===== src/sv/smrc_pkg.sv =====
// Shared types, constants and tables for the sumo robot mode controller.
// No dependencies; every other file in sv/ refers to this package.
`default_nettype none

package smrc_pkg;

	localparam int RANGE_SENSORS = 7;
	localparam int RANGE_W       = 12;
	localparam int SPEED_W       = 8;
	localparam int TICKS_W       = 16;
	localparam int NEAREST_W     = 4;
	localparam int SENSOR_IDX_W  = 3;
	localparam int STEP_W        = 7;
	localparam int CFG_IDX_W     = 3;
	localparam int CFG_DATA_W    = 16;

	// nearest_sensor code when no reading is below the threshold
	localparam logic signed [NEAREST_W-1:0] NEAREST_NONE = 4'sb1111;

	// configuration register indexes
	localparam logic [CFG_IDX_W-1:0] CFG_RANGE_THR    = 3'd0;
	localparam logic [CFG_IDX_W-1:0] CFG_LINE_THR     = 3'd1;
	localparam logic [CFG_IDX_W-1:0] CFG_ESCAPE_TICKS = 3'd2;
	localparam logic [CFG_IDX_W-1:0] CFG_SLEW_STEP    = 3'd3;
	localparam logic [CFG_IDX_W-1:0] CFG_SEARCH_SPEED = 3'd4;
	localparam logic [CFG_IDX_W-1:0] CFG_TURN_SPEED   = 3'd5;

	// register values after reset
	localparam logic [RANGE_W-1:0]        RST_RANGE_THR    = 12'd1000;
	localparam logic [RANGE_W-1:0]        RST_LINE_THR     = 12'd1000;
	localparam logic [TICKS_W-1:0]        RST_ESCAPE_TICKS = 16'd200;
	localparam logic [STEP_W-1:0]         RST_SLEW_STEP    = 7'd5;
	localparam logic signed [SPEED_W-1:0] RST_SEARCH_SPEED = 8'sd15;
	localparam logic [STEP_W-1:0]         RST_TURN_SPEED   = 7'd20;

	typedef enum logic [1:0] {
		MODE_SEARCH = 2'd0,
		MODE_ESC_R  = 2'd1,
		MODE_ESC_L  = 2'd2,
		MODE_ATTACK = 2'd3
	} mode_t;

	typedef struct packed {
		logic [RANGE_W-1:0]        range_thr;
		logic [RANGE_W-1:0]        line_thr;
		logic [TICKS_W-1:0]        escape_ticks;
		logic [STEP_W-1:0]         slew_step;
		logic signed [SPEED_W-1:0] search_speed;
		logic [STEP_W-1:0]         turn_speed;
	} cfg_t;

	// Attack targets, indexed by nearest sensor + 1 (index 0: nobody seen).
	// Entries are trunc(20 * (1 -/+ (n - 3) / 1.5)).
	function automatic logic signed [SPEED_W-1:0] atk_right(input logic [SENSOR_IDX_W-1:0] idx);
		logic signed [SPEED_W-1:0] v;
		case (idx)
			3'd0:    v = 8'sd73;
			3'd1:    v = 8'sd60;
			3'd2:    v = 8'sd46;
			3'd3:    v = 8'sd33;
			3'd4:    v = 8'sd20;
			3'd5:    v = 8'sd6;
			3'd6:    v = -8'sd6;
			default: v = -8'sd20;
		endcase
		return v;
	endfunction

	function automatic logic signed [SPEED_W-1:0] atk_left(input logic [SENSOR_IDX_W-1:0] idx);
		logic signed [SPEED_W-1:0] v;
		case (idx)
			3'd0:    v = -8'sd33;
			3'd1:    v = -8'sd20;
			3'd2:    v = -8'sd6;
			3'd3:    v = 8'sd6;
			3'd4:    v = 8'sd20;
			3'd5:    v = 8'sd33;
			3'd6:    v = 8'sd46;
			default: v = 8'sd60;
		endcase
		return v;
	endfunction

endpackage

`default_nettype wire


===== src/sv/smrc_nearest.sv =====
// Nearest range sensor finder: lowest reading below the threshold, first index on ties.
// Depends on smrc_pkg.
`default_nettype none

module smrc_nearest (
	input  wire logic [smrc_pkg::RANGE_W-1:0]          rng [smrc_pkg::RANGE_SENSORS],
	input  wire logic [smrc_pkg::RANGE_W-1:0]          range_thr,
	output logic signed [smrc_pkg::NEAREST_W-1:0]      nearest
);

	logic [smrc_pkg::RANGE_W-1:0]      best;
	logic [smrc_pkg::SENSOR_IDX_W-1:0] idx;
	logic                              found;

	// strict compare keeps the earlier sensor on a tie
	always_comb begin
		best  = range_thr;
		idx   = '0;
		found = 1'b0;
		for (int i = 0; i < smrc_pkg::RANGE_SENSORS; i++) begin
			if (rng[i] < best) begin
				best  = rng[i];
				idx   = smrc_pkg::SENSOR_IDX_W'(i);
				found = 1'b1;
			end
		end
		nearest = found ? $signed({1'b0, idx}) : smrc_pkg::NEAREST_NONE;
	end

endmodule

`default_nettype wire


===== src/sv/smrc_mode_fsm.sv =====
// Mode machine (search / escape right / escape left / attack) with the escape
// tick counter and wheel target selection. Depends on smrc_pkg.
`default_nettype none

module smrc_mode_fsm (
	input  wire logic                                  clk,
	input  wire logic                                  arst_n,
	input  wire logic                                  advance,
	input  wire smrc_pkg::cfg_t                        cfg,
	input  wire logic signed [smrc_pkg::NEAREST_W-1:0] nearest,
	input  wire logic [smrc_pkg::RANGE_W-1:0]          floor_left,
	input  wire logic [smrc_pkg::RANGE_W-1:0]          floor_right,
	output logic signed [smrc_pkg::SPEED_W-1:0]        target_right,
	output logic signed [smrc_pkg::SPEED_W-1:0]        target_left,
	output smrc_pkg::mode_t                            mode_next,
	output smrc_pkg::mode_t                            mode_now
);

	smrc_pkg::mode_t                mode_q, mode_mid;
	logic [smrc_pkg::TICKS_W-1:0]   ticks_q, ticks_inc, ticks_mid, ticks_d;
	logic                           line_l, line_r, seen;
	logic [smrc_pkg::SENSOR_IDX_W-1:0] atk_idx;
	logic signed [smrc_pkg::SPEED_W-1:0] turn_pos, turn_neg;

	always_ff @(posedge clk or negedge arst_n) begin
		if (!arst_n) begin
			mode_q  <= smrc_pkg::MODE_SEARCH;
			ticks_q <= '0;
		end else if (advance) begin
			mode_q  <= mode_next;
			ticks_q <= ticks_d;
		end
	end

	always_comb begin
		ticks_inc = (ticks_q == '1) ? ticks_q : ticks_q + 16'd1;
		line_l    = floor_left > cfg.line_thr;
		line_r    = floor_right > cfg.line_thr;
		seen      = (nearest != smrc_pkg::NEAREST_NONE);
		atk_idx   = nearest[smrc_pkg::SENSOR_IDX_W-1:0] + 3'd1;
		turn_pos  = $signed({1'b0, cfg.turn_speed});
		turn_neg  = -turn_pos;

		mode_mid  = mode_q;
		ticks_mid = ticks_inc;
		if ((mode_q == smrc_pkg::MODE_SEARCH || mode_q == smrc_pkg::MODE_ATTACK) &&
		    (line_l || line_r)) begin
			ticks_mid = '0;
			mode_mid  = line_l ? smrc_pkg::MODE_ESC_R : smrc_pkg::MODE_ESC_L;
		end
		// an opponent in sight overrides a line seen on the same tick
		if (seen) begin
			mode_mid  = smrc_pkg::MODE_ATTACK;
			ticks_mid = '0;
		end

		mode_next = mode_mid;
		ticks_d   = ticks_mid;
		unique case (mode_mid)
			smrc_pkg::MODE_SEARCH: begin
				target_right = cfg.search_speed;
				target_left  = cfg.search_speed;
			end
			smrc_pkg::MODE_ESC_R: begin
				target_right = turn_neg;
				target_left  = turn_pos;
				if (ticks_mid > cfg.escape_ticks) begin
					mode_next = smrc_pkg::MODE_SEARCH;
					ticks_d   = '0;
				end
			end
			smrc_pkg::MODE_ESC_L: begin
				target_right = turn_pos;
				target_left  = turn_neg;
				if (ticks_mid > cfg.escape_ticks) begin
					mode_next = smrc_pkg::MODE_SEARCH;
					ticks_d   = '0;
				end
			end
			default: begin
				// attack persists with nobody seen; table entry 0 applies
				target_right = smrc_pkg::atk_right(atk_idx);
				target_left  = smrc_pkg::atk_left(atk_idx);
			end
		endcase
	end

	assign mode_now = mode_q;

	// any mode change restarts the tick count
	assert property (@(posedge clk) disable iff (!arst_n)
		(mode_q != $past(mode_q)) |-> (ticks_q == '0))
		else $error("mode changed without clearing tick count");

	// leaving an escape toward search only happens once the count ran past the limit
	assert property (@(posedge clk) disable iff (!arst_n)
		(advance && (mode_q == smrc_pkg::MODE_ESC_R || mode_q == smrc_pkg::MODE_ESC_L) &&
		 !seen && mode_next == smrc_pkg::MODE_SEARCH) |-> (ticks_inc > cfg.escape_ticks))
		else $error("escape ended early");

endmodule

`default_nettype wire


===== src/sv/smrc_slew.sv =====
// Slew limiter for one wheel: holds the current command and moves it toward
// the target by at most the step on each beat. Depends on smrc_pkg.
`default_nettype none

module smrc_slew (
	input  wire logic                                clk,
	input  wire logic                                arst_n,
	input  wire logic                                advance,
	input  wire logic signed [smrc_pkg::SPEED_W-1:0] target,
	input  wire logic [smrc_pkg::STEP_W-1:0]         step,
	output logic signed [smrc_pkg::SPEED_W-1:0]      speed
);

	logic signed [smrc_pkg::SPEED_W-1:0] speed_q, speed_d;
	logic signed [smrc_pkg::SPEED_W:0]   up, down, tgt, step_s;

	always_comb begin
		step_s = $signed({2'b00, step});
		tgt    = (smrc_pkg::SPEED_W+1)'(target);
		up     = (smrc_pkg::SPEED_W+1)'(speed_q) + step_s;
		down   = (smrc_pkg::SPEED_W+1)'(speed_q) - step_s;
		if (tgt > up)
			speed_d = smrc_pkg::SPEED_W'(up);
		else if (tgt < down)
			speed_d = smrc_pkg::SPEED_W'(down);
		else
			speed_d = target;
	end

	always_ff @(posedge clk or negedge arst_n) begin
		if (!arst_n) begin
			speed_q <= '0;
		end else if (advance) begin
			speed_q <= speed_d;
		end
	end

	assign speed = speed_q;

	assert property (@(posedge clk) disable iff (!arst_n)
		((smrc_pkg::SPEED_W+1)'(speed_q) - (smrc_pkg::SPEED_W+1)'($past(speed_q))
		 <= $signed({2'b00, $past(step)})) &&
		((smrc_pkg::SPEED_W+1)'(speed_q) - (smrc_pkg::SPEED_W+1)'($past(speed_q))
		 >= -$signed({2'b00, $past(step)})))
		else $error("wheel command moved more than one step");

endmodule

`default_nettype wire


===== src/sv/sumo_robot_mode_controller.sv =====
// Sumo robot mode controller, top level: input stage, configuration registers,
// result stage. Depends on smrc_pkg, smrc_nearest, smrc_mode_fsm, smrc_slew.
//
// One beat on the input channel is one control tick: seven range readings and
// two floor readings. The tick is held in an input register while the
// nearest-sensor search, the mode machine step and the two wheel slew limiters
// run; the result then lands in the output registers. A new tick is taken
// every cycle as long as the output side keeps up; a stalled result holds the
// input register, and in_ready drops only when both stages are full. The
// configuration registers reset to their default values; the user is to write
// them only while no tick is in flight, which the block itself does not
// enforce. An index above the last register is ignored.
`default_nettype none

module sumo_robot_mode_controller (
	input  wire logic                                    clk,
	input  wire logic                                    arst_n,
	input  wire logic                                    cfg_wr_en,
	input  wire logic [smrc_pkg::CFG_IDX_W-1:0]          cfg_index,
	input  wire logic [smrc_pkg::CFG_DATA_W-1:0]         cfg_data,
	input  wire logic                                    in_valid,
	output logic                                         in_ready,
	input  wire logic [smrc_pkg::RANGE_W-1:0]            range_0,
	input  wire logic [smrc_pkg::RANGE_W-1:0]            range_1,
	input  wire logic [smrc_pkg::RANGE_W-1:0]            range_2,
	input  wire logic [smrc_pkg::RANGE_W-1:0]            range_3,
	input  wire logic [smrc_pkg::RANGE_W-1:0]            range_4,
	input  wire logic [smrc_pkg::RANGE_W-1:0]            range_5,
	input  wire logic [smrc_pkg::RANGE_W-1:0]            range_6,
	input  wire logic [smrc_pkg::RANGE_W-1:0]            floor_left,
	input  wire logic [smrc_pkg::RANGE_W-1:0]            floor_right,
	output logic                                         out_valid,
	input  wire logic                                    out_ready,
	output logic signed [smrc_pkg::SPEED_W-1:0]          right_wheel,
	output logic signed [smrc_pkg::SPEED_W-1:0]          left_wheel,
	output logic [1:0]                                   mode,
	output logic signed [smrc_pkg::NEAREST_W-1:0]        nearest_sensor
);

	smrc_pkg::cfg_t cfg_q;

	logic                               valid_s1;
	logic [smrc_pkg::RANGE_W-1:0]       range_s1 [smrc_pkg::RANGE_SENSORS];
	logic [smrc_pkg::RANGE_W-1:0]       floor_left_s1, floor_right_s1;
	logic                               valid_s2;
	logic signed [smrc_pkg::NEAREST_W-1:0] nearest_s2;

	logic                               advance, take;
	logic signed [smrc_pkg::NEAREST_W-1:0] nearest;
	logic signed [smrc_pkg::SPEED_W-1:0] target_right, target_left;
	smrc_pkg::mode_t                    mode_next, mode_now;

	// configuration registers
	always_ff @(posedge clk or negedge arst_n) begin
		if (!arst_n) begin
			cfg_q.range_thr    <= smrc_pkg::RST_RANGE_THR;
			cfg_q.line_thr     <= smrc_pkg::RST_LINE_THR;
			cfg_q.escape_ticks <= smrc_pkg::RST_ESCAPE_TICKS;
			cfg_q.slew_step    <= smrc_pkg::RST_SLEW_STEP;
			cfg_q.search_speed <= smrc_pkg::RST_SEARCH_SPEED;
			cfg_q.turn_speed   <= smrc_pkg::RST_TURN_SPEED;
		end else if (cfg_wr_en) begin
			unique case (cfg_index)
				smrc_pkg::CFG_RANGE_THR:    cfg_q.range_thr    <= cfg_data[smrc_pkg::RANGE_W-1:0];
				smrc_pkg::CFG_LINE_THR:     cfg_q.line_thr     <= cfg_data[smrc_pkg::RANGE_W-1:0];
				smrc_pkg::CFG_ESCAPE_TICKS: cfg_q.escape_ticks <= cfg_data[smrc_pkg::TICKS_W-1:0];
				smrc_pkg::CFG_SLEW_STEP:    cfg_q.slew_step    <= cfg_data[smrc_pkg::STEP_W-1:0];
				smrc_pkg::CFG_SEARCH_SPEED:
					cfg_q.search_speed <= $signed(cfg_data[smrc_pkg::SPEED_W-1:0]);
				smrc_pkg::CFG_TURN_SPEED:   cfg_q.turn_speed   <= cfg_data[smrc_pkg::STEP_W-1:0];
				default: ;
			endcase
		end
	end

	// handshake: stage 1 moves on whenever the result stage is free or draining
	assign advance  = valid_s1 && (!valid_s2 || out_ready);
	assign in_ready = !valid_s1 || advance;
	assign take     = in_valid && in_ready;

	always_ff @(posedge clk or negedge arst_n) begin
		if (!arst_n) begin
			valid_s1 <= 1'b0;
			valid_s2 <= 1'b0;
		end else begin
			if (in_ready)
				valid_s1 <= in_valid;
			if (advance)
				valid_s2 <= 1'b1;
			else if (out_ready)
				valid_s2 <= 1'b0;
		end
	end

	always_ff @(posedge clk) begin
		if (take) begin
			range_s1[0]    <= range_0;
			range_s1[1]    <= range_1;
			range_s1[2]    <= range_2;
			range_s1[3]    <= range_3;
			range_s1[4]    <= range_4;
			range_s1[5]    <= range_5;
			range_s1[6]    <= range_6;
			floor_left_s1  <= floor_left;
			floor_right_s1 <= floor_right;
		end
		if (advance)
			nearest_s2 <= nearest;
	end

	smrc_nearest u_nearest (
		.rng       (range_s1),
		.range_thr (cfg_q.range_thr),
		.nearest   (nearest)
	);

	smrc_mode_fsm u_mode_fsm (
		.clk          (clk),
		.arst_n       (arst_n),
		.advance      (advance),
		.cfg          (cfg_q),
		.nearest      (nearest),
		.floor_left   (floor_left_s1),
		.floor_right  (floor_right_s1),
		.target_right (target_right),
		.target_left  (target_left),
		.mode_next    (mode_next),
		.mode_now     (mode_now)
	);

	smrc_slew u_slew_right (
		.clk     (clk),
		.arst_n  (arst_n),
		.advance (advance),
		.target  (target_right),
		.step    (cfg_q.slew_step),
		.speed   (right_wheel)
	);

	smrc_slew u_slew_left (
		.clk     (clk),
		.arst_n  (arst_n),
		.advance (advance),
		.target  (target_left),
		.step    (cfg_q.slew_step),
		.speed   (left_wheel)
	);

	assign out_valid      = valid_s2;
	assign mode           = mode_now;
	assign nearest_sensor = nearest_s2;

	// a sensor in sight always means attack
	assert property (@(posedge clk) disable iff (!arst_n)
		(valid_s2 && nearest_s2 != smrc_pkg::NEAREST_NONE) |-> (mode_now == smrc_pkg::MODE_ATTACK))
		else $error("opponent reported outside attack mode");

	// an empty result stage never blocks the input
	assert property (@(posedge clk) disable iff (!arst_n)
		!valid_s2 |-> in_ready)
		else $error("input stalled with result stage empty");

	// a tick in stage 1 with the result stage empty shows up next cycle
	assert property (@(posedge clk) disable iff (!arst_n)
		(valid_s1 && !valid_s2) |=> valid_s2)
		else $error("tick did not reach the result stage");

	// the mode output follows the machine's next mode on each beat
	assert property (@(posedge clk) disable iff (!arst_n)
		advance |=> (mode_now == $past(mode_next)))
		else $error("mode register missed an update");

endmodule

`default_nettype wire

===== config.mk =====
export PLATFORM = sky130hd
export DESIGN_NAME = sumo_robot_mode_controller
export DESIGN_NICKNAME = d
export VERILOG_FILES = /design/src/sv/smrc_pkg.sv /design/src/sv/smrc_nearest.sv /design/src/sv/smrc_mode_fsm.sv /design/src/sv/smrc_slew.sv /design/src/sv/sumo_robot_mode_controller.sv
export SDC_FILE = /design/constraint.sdc
export NUM_CORES = 1
export LEC_CHECK = 0
export BUFFER_PORTS_ARGS = -buffer_cell sky130_fd_sc_hd__buf_4
export CORE_ASPECT_RATIO = 0.6
export CORE_UTILIZATION = 35
export CTS_BUF_LIST = sky130_fd_sc_hd__clkbuf_16
export DETAILED_ROUTE_END_ITERATION = 12
export SLEW_MARGIN = 20
export SYNTH_ARGS = -nofsm -noshare
export SYNTH_HDL_FRONTEND = slang
export SYNTH_SLANG_ARGS = --single-unit

===== constraint.sdc =====
create_clock -name clk -period 36.9 [get_ports clk]
set_input_delay 7.38 -clock clk [delete_from_list [all_inputs] [get_ports clk]]
set_output_delay 7.38 -clock clk [all_outputs]
set_load 0.02 [all_outputs]

# Word-level counts from Yosys, hierarchy flattened
# Index checks and enable logic that the tools add are counted.
# W data, S select, Z words.
# classes
n_addsub	7
magnitude_cmp	14
eq_ne	16
n_mux	40
reduce_logical	21
# op_table
cell	count
$pmux W8 S7	2
$lt A12 B12 Y1	7
$mux W16	5
$mux W12	6
$pmux W8 S3	2
$mux W8	4
$gt A12 B12 Y1	2
$add A8 B8 Y9	2
$gt A8 B9 Y1	2
$lt A8 B9 Y1	2
$sub A8 B8 Y9	2
$add A16 B1 Y16 const B	1
$eq A16 B16 Y1 const B	1
$gt A16 B16 Y1	1
$eq A3 B3 Y1 const B	5
$mux W2	7
$eq A3 B2 Y1 const B	4
$reduce_and A2 Y1	6
$mux W1	10
$mux W3	3
$neg A7 Y8	1
$eq A3 B1 Y1 const B	2
$logic_not A3 Y1	2
$eq A2 B2 Y1 const B	2
other kinds (10)	17
# totals
regBits	210
input_bits	132
output_inout_bits	24

# Longest topological paths before layout
# logic_depth
ltp_word	22
mapped_depth	109
ltp_nobuf	99

# Hierarchy
# A second synthesis with hierarchy kept.
# hier_totals
hier_cells	1475
area_unflattened_um2	15009.4
# by_module_without_submodules
module	instances	cells_per_inst	area_each_um2	seq_area_each_um2
sumo_robot_mode_controller	1	255	5831.8	4993.5
smrc_nearest	1	439	3116.7	0.0
smrc_mode_fsm	1	401	2882.8	450.4
smrc_slew at u_slew_left	1	199	1656.6	200.2
smrc_slew at u_slew_right	1	181	1521.5	200.2

# Least setup slack after synthesis
# No wires, ideal clock.
# synth_timing
path_type	reg-to-reg
startpoint	register cfg_q[59] (netlist name)
endpoint	register u_slew_right.speed_q (netlist bit u_slew_right.speed[7])
setup_ps	69
arrival_ps	19442
setup_slack_ps	17389
path_stages_with_launch	102
n_path_buf	10
synth_period_minus_slack_ps	19511
path_cell_list	dfstp_2 -> inv_1 -> ha_1 -> nand4_1 -> nor3_1 -> or4_1 -> nor2_1 -> clkbuf_1 -> nor2_1 -> a21oi_1 -> ha_1 -> a2111o_1 -> o211ai_1 -> nor2_1 -> o21ai_0 -> o311a_1 -> buf_1 -> mux2i_1 -> [... 66 more ...] -> a222oi_1 -> nor2_1 -> a31o_2 -> ha_1 -> nor2b_1 -> o21a_1 -> o21a_1 -> o21ai_0 -> nand2b_1 -> a21oi_1 -> nor2b_1 -> o21ai_0 -> a21oi_1 -> a21oi_1 -> clkbuf_1 -> nand2_1 -> or3_1 -> nand3_1
# synth_via
elab_chain_cells	22
word_cells_on_any_way	46
classes_between	1 x add/sub; 9 x order compare; 9 x eq/ne; 25 x mux; 2 x reduce/logical
# synth_rtl
element	line	text
$lt A12 B12 Y1	smrc_nearest.sv:21	if (rng[i] < best) begin
$mux W12	smrc_nearest.sv:21	
$lt A12 B12 Y1	smrc_nearest.sv:21	
$mux W12	smrc_nearest.sv:21	
$lt A12 B12 Y1	smrc_nearest.sv:21	
$mux W12	smrc_nearest.sv:21	
$lt A12 B12 Y1	smrc_nearest.sv:21	
$mux W12	smrc_nearest.sv:21	
[... 7 more ...]	-	
via nearest (one bit)	sumo_robot_mode_controller.sv:49	logic signed [smrc_pkg::NEAREST_W-1:0] nearest;
$ne A4 B1 Y1 *	smrc_mode_fsm.sv:39	seen = (nearest != smrc_pkg::NEAREST_NONE);
$mux W2 *	smrc_mode_fsm.sv:52	if (seen) begin
$eq A2 B2 Y1, or another cell as far along	smrc_mode_fsm.sv:59	unique case (mode_mid)
$pmux W8 S3 *	smrc_mode_fsm.sv:59	
$lt A8 B9 Y1	smrc_slew.sv:24	else if (tgt < down)
$mux W8	smrc_slew.sv:24	
$mux W8 *	smrc_slew.sv:22	if (tgt > up)
end signal: assignment	smrc_slew.sv:34	speed_q <= speed_d;
end: declaration	smrc_slew.sv:14	logic signed [smrc_pkg::SPEED_W-1:0] speed_q, speed_d;
# Mark *: on every way through the listed nets, which the timed path passes. The rest lies on a longest branch.
# A chain may end at the register's enable or synchronous reset.

# Worst setup path after layout
# layout_timing
startpoint	register cfg_q[55] (netlist name)
endpoint	register u_slew_left.speed_q (netlist bit u_slew_left.speed[6])
# layout_via
elab_chain_cells	22
word_cells_on_any_way	46
classes_between	1 x add/sub; 9 x order compare; 9 x eq/ne; 25 x mux; 2 x reduce/logical
# layout_rtl
element	line
$lt A12 B12 Y1	smrc_nearest.sv:21
$mux W12	smrc_nearest.sv:21
$lt A12 B12 Y1	smrc_nearest.sv:21
$mux W12	smrc_nearest.sv:21
$lt A12 B12 Y1	smrc_nearest.sv:21
$mux W12	smrc_nearest.sv:21
$lt A12 B12 Y1	smrc_nearest.sv:21
$mux W12	smrc_nearest.sv:21
[... 7 more ...]	-
via nearest (one bit)	sumo_robot_mode_controller.sv:49
$ne A4 B1 Y1 *	smrc_mode_fsm.sv:39
$mux W2 *	smrc_mode_fsm.sv:52
$eq A2 B2 Y1, or another cell as far along	smrc_mode_fsm.sv:59
$pmux W8 S3 *	smrc_mode_fsm.sv:59
$lt A8 B9 Y1	smrc_slew.sv:24
$mux W8	smrc_slew.sv:24
$mux W8 *	smrc_slew.sv:22
end signal: assignment	smrc_slew.sv:34
end: declaration	smrc_slew.sv:14
# Marks and branches as above.

==> flow_metrics.py <==
metrics = {
    "global_routing": {
        "overflow": 0,
        "grt_first_pass_wirelength_um": 63600,
        "grt_util_all_layers": 0.190,
        "grt_max_degree": 74,
        "grt_pass1_vias": 11200,
        "antenna_found_initial": 1,
    },
    "placed_design": {
        "place.gp.congestion": 0.937,
        "portBuffers": 155,
        "dpl.hpwl_um": 32500,
    },
    "synth": {
        "ys_ff_latch": 210,
        "synth_edf_count": 112,
        "synthesis.area_um2": 14700,
        "synth_async_sr_flop_share": 0.467,
        "synth_cells": 1518,
        "synth_ff_type": "edfxtp_1",
        "synth_cell_types": 94,
        "ys_seq_area_frac": 0.397,
        "syn_area_per_cell_um2": 9.70,
        "syn_nets": 1835,
        "yosysWarnings": 0,
    },
    "cts": {
        "numCtsBuffers": 23,
        "clk_pin_slew_ns": 0.06,
        "clock_path_buffers": 3,
        "cts_hold_buf": 0,
        "clock-root-buffer": "clkbuf_16",
        "cts-resized-gates": 0,
        "cts_setup_buffers": 0,
        "cts_tree": "built",
        "clk_latency_ns": 0.55,
        "clkSinkCount": 210,
        "cts.htree.levels": 1,
    },
    "power_and_ir_drop": {
        "power_density_nw_per_um2": 82.2,
        "p_leak_nw": 7.54,
        "finalPower_mw": 1.41,
        "ir_worst_vdd_mv": 0.0514,
    },
    "floorplan": {
        "coreArea_um2": 40900,
        "chipHeight_um": 161,
        "start_util": 0.360,
        "fp-row-count": 57,
        "die_area_um2": 42900,
        "ios": 156,
        "die_w_um": 267,
    },
    "detailed_routing": {
        "first_pass_iters": 5,
        "wirelength_um": 40900,
        "drt_iter0_drc": 946,
        "routed_via_density": 5.27,
        "post_drt_wl_per_cell_um": 18.4,
        "ant_nets": 0,
        "num_vias": 11800,
        "drc": 0,
    },
    "worst_hold_path": {
        "worstHoldPathType": "register to register",
    },
    "layout": {
        "multi_input_area_um2": 8240,
        "register_area_um2": 5840,
        "drive_above_1_share": 0.184,
        "area_delta_synth_final_pct": 16.7,
        "final_common_cell": "ha_1",
        "n_antenna_cell": 0,
        "final_cell_mix": "ha_1 (181), buf_4 (165), nand2_1 (139)",
        "layout.nets": 1971,
        "fillCellCount": 3999,
    },
    "worst_setup_path": {
        "cpMostUsedCell": "a21o_1",
        "crit_type": "register to register",
        "path_max_fanout": 28,
        "start_kind": "register",
        "end_kind": "register",
        "cp.arrival_ns": 22.56,
        "slowest_stage": "a21oi_2",
        "max_stage_delay_ns": 0.77,
        "crit_required_ns": 37.38,
    },
    "sta": {
        "rsz0062_at_grt": "false",
        "finalMaxSlewViolations": 0,
        "max_slew_margin": 0.289,
        "clock_skew_ns": 0.0152,
        "worstMarginPinSlew_ns": 1.06,
        "finalCritPeriodShare": 0.598,
        "period_minus_slack_ns": 22.08,
        "setup_violations": 0,
        "timing.setup.tns_ns": 0,
        "fmax_mhz": 45.3,
        "hold_viol_final": 0,
    },
    "run_status": {
        "status": "finished clean",
    },
    "flow_run": {
        "maxCapViolCount": 0,
    },
}
-- logic make-up (layout without fill, tap and decap cells) --
group,Yosys count,after routing,synth area share
adders and majority gates,186,186,0.160
and+or+nand+nor,440,440,0.148
AOI/OAI and AO/OA,401,401,0.178
DFF,210,210,0.397
muxes,63,63,0.0460
buffers and inverters,177,330,0.0469
xor gates and xnor gates,41,41,0.0244
-- Yosys cell counts, drive strengths merged (24+ instances only) --
cell / n / area, um2
nand4: 31 / 194
a21oi: 103 / 538
mux2: 37 / 417
nand2: 141 / 534
dfrtp: 75 / 1880
nor2: 108 / 405
a31oi: 24 / 156
nor2b: 28 / 178
edfxtp: 112 / 3360
mux2i: 26 / 260
clkbuf: 43 / 161
a21o: 42 / 319
ha: 181 / 2260
o21ai: 119 / 596
nand3: 29 / 150
xnor2: 26 / 228
inv: 123 / 462
-- final timing paths --
path	start	end	slack, ns	cells past startpoint
hold reg to reg	valid_s1$_DFFE_PN0N_	out_valid$_DFFE_PN0P_	0.50	1
hold / removal	valid_s1$_DFFE_PN0N_	out_valid$_DFFE_PN0P_	0.50	1
setup / recovery	cfg_q[55]$_DFFE_PN1P_	u_slew_left.speed[6]$_DFFE_PN0P_	14.82	91
max in group asynchronous	arst_n	u_mode_fsm.ticks_q[11]$_DFFE_PN0P_	28.86	2
setup reg to reg	cfg_q[55]$_DFFE_PN1P_	u_slew_left.speed[6]$_DFFE_PN0P_	14.82	91
min in group asynchronous	arst_n	u_slew_right.speed[6]$_DFFE_PN0P_	6.82	1
-- critical path: cells and delay by family, from the launching register on --
kind | cells | cell delay (ns)
AO/OA/AOI/OAI | 50 | 12.22
adder cells (fa/ha/maj) | 10 | 3.17
buffers and inverters | 6 | 0.70
flip-flops | 1 | 0.51
multiplexers | 3 | 1.08
AND/OR/NAND/NOR | 22 | 4.33
-- report_power, final --
part	total, mW	internal [mW]	switching [mW]
Clock	0.220	0.116	0.104
Sequential	0.324	0.289	0.0347
Combinational	0.869	0.346	0.523
-- flip-flops by register name, summed over array words and instances, names as in the netlist --
signal / flops
cfg_q: 62
floor_left_s1: 12
floor_right_s1: 12
nearest_sensor: 4
out_valid: 1
range_s1: 84
u_mode_fsm.mode_now: 2
u_mode_fsm.ticks_q: 16
u_slew_left.speed: 8
u_slew_right.speed: 8
valid_s1: 1
-- metrics by stage --
step           cell area [um2]  hold slack (ns)  worst slack, ns  cells  utilization
5_1_grt                  17200            0.506            12.99   2231        0.420
6_report                 17200            0.500            14.82   2231        0.420
3_5_place_dp             16500            0.480            15.41   2189        0.403
2_1_floorplan            14700            0.457            17.39   1518            -
3_3_place_gp             16500            0.470            15.87   2189        0.403
4_1_cts                  17200            0.499            15.29   2231        0.420
-- metal layers --
layer  share of wire  wire, um  track usage
met5         0.00042        17            0
met4           0.016       638       0.0329
met3           0.075      3090       0.0391
met2            0.38     15500        0.254
met1            0.53     21700        0.307
-- cell type report --
cell class              instances  share of cell area
inverters                     123              0.0269
clock inverters                19             0.00721
well taps                     560              0.0408
multi-input cells            1131               0.480
clock buffers                  23              0.0335
repair buffers                165              0.0721
flip-flops and latches        210               0.340
Note: power is estimated with default switching activity, not from simulation.
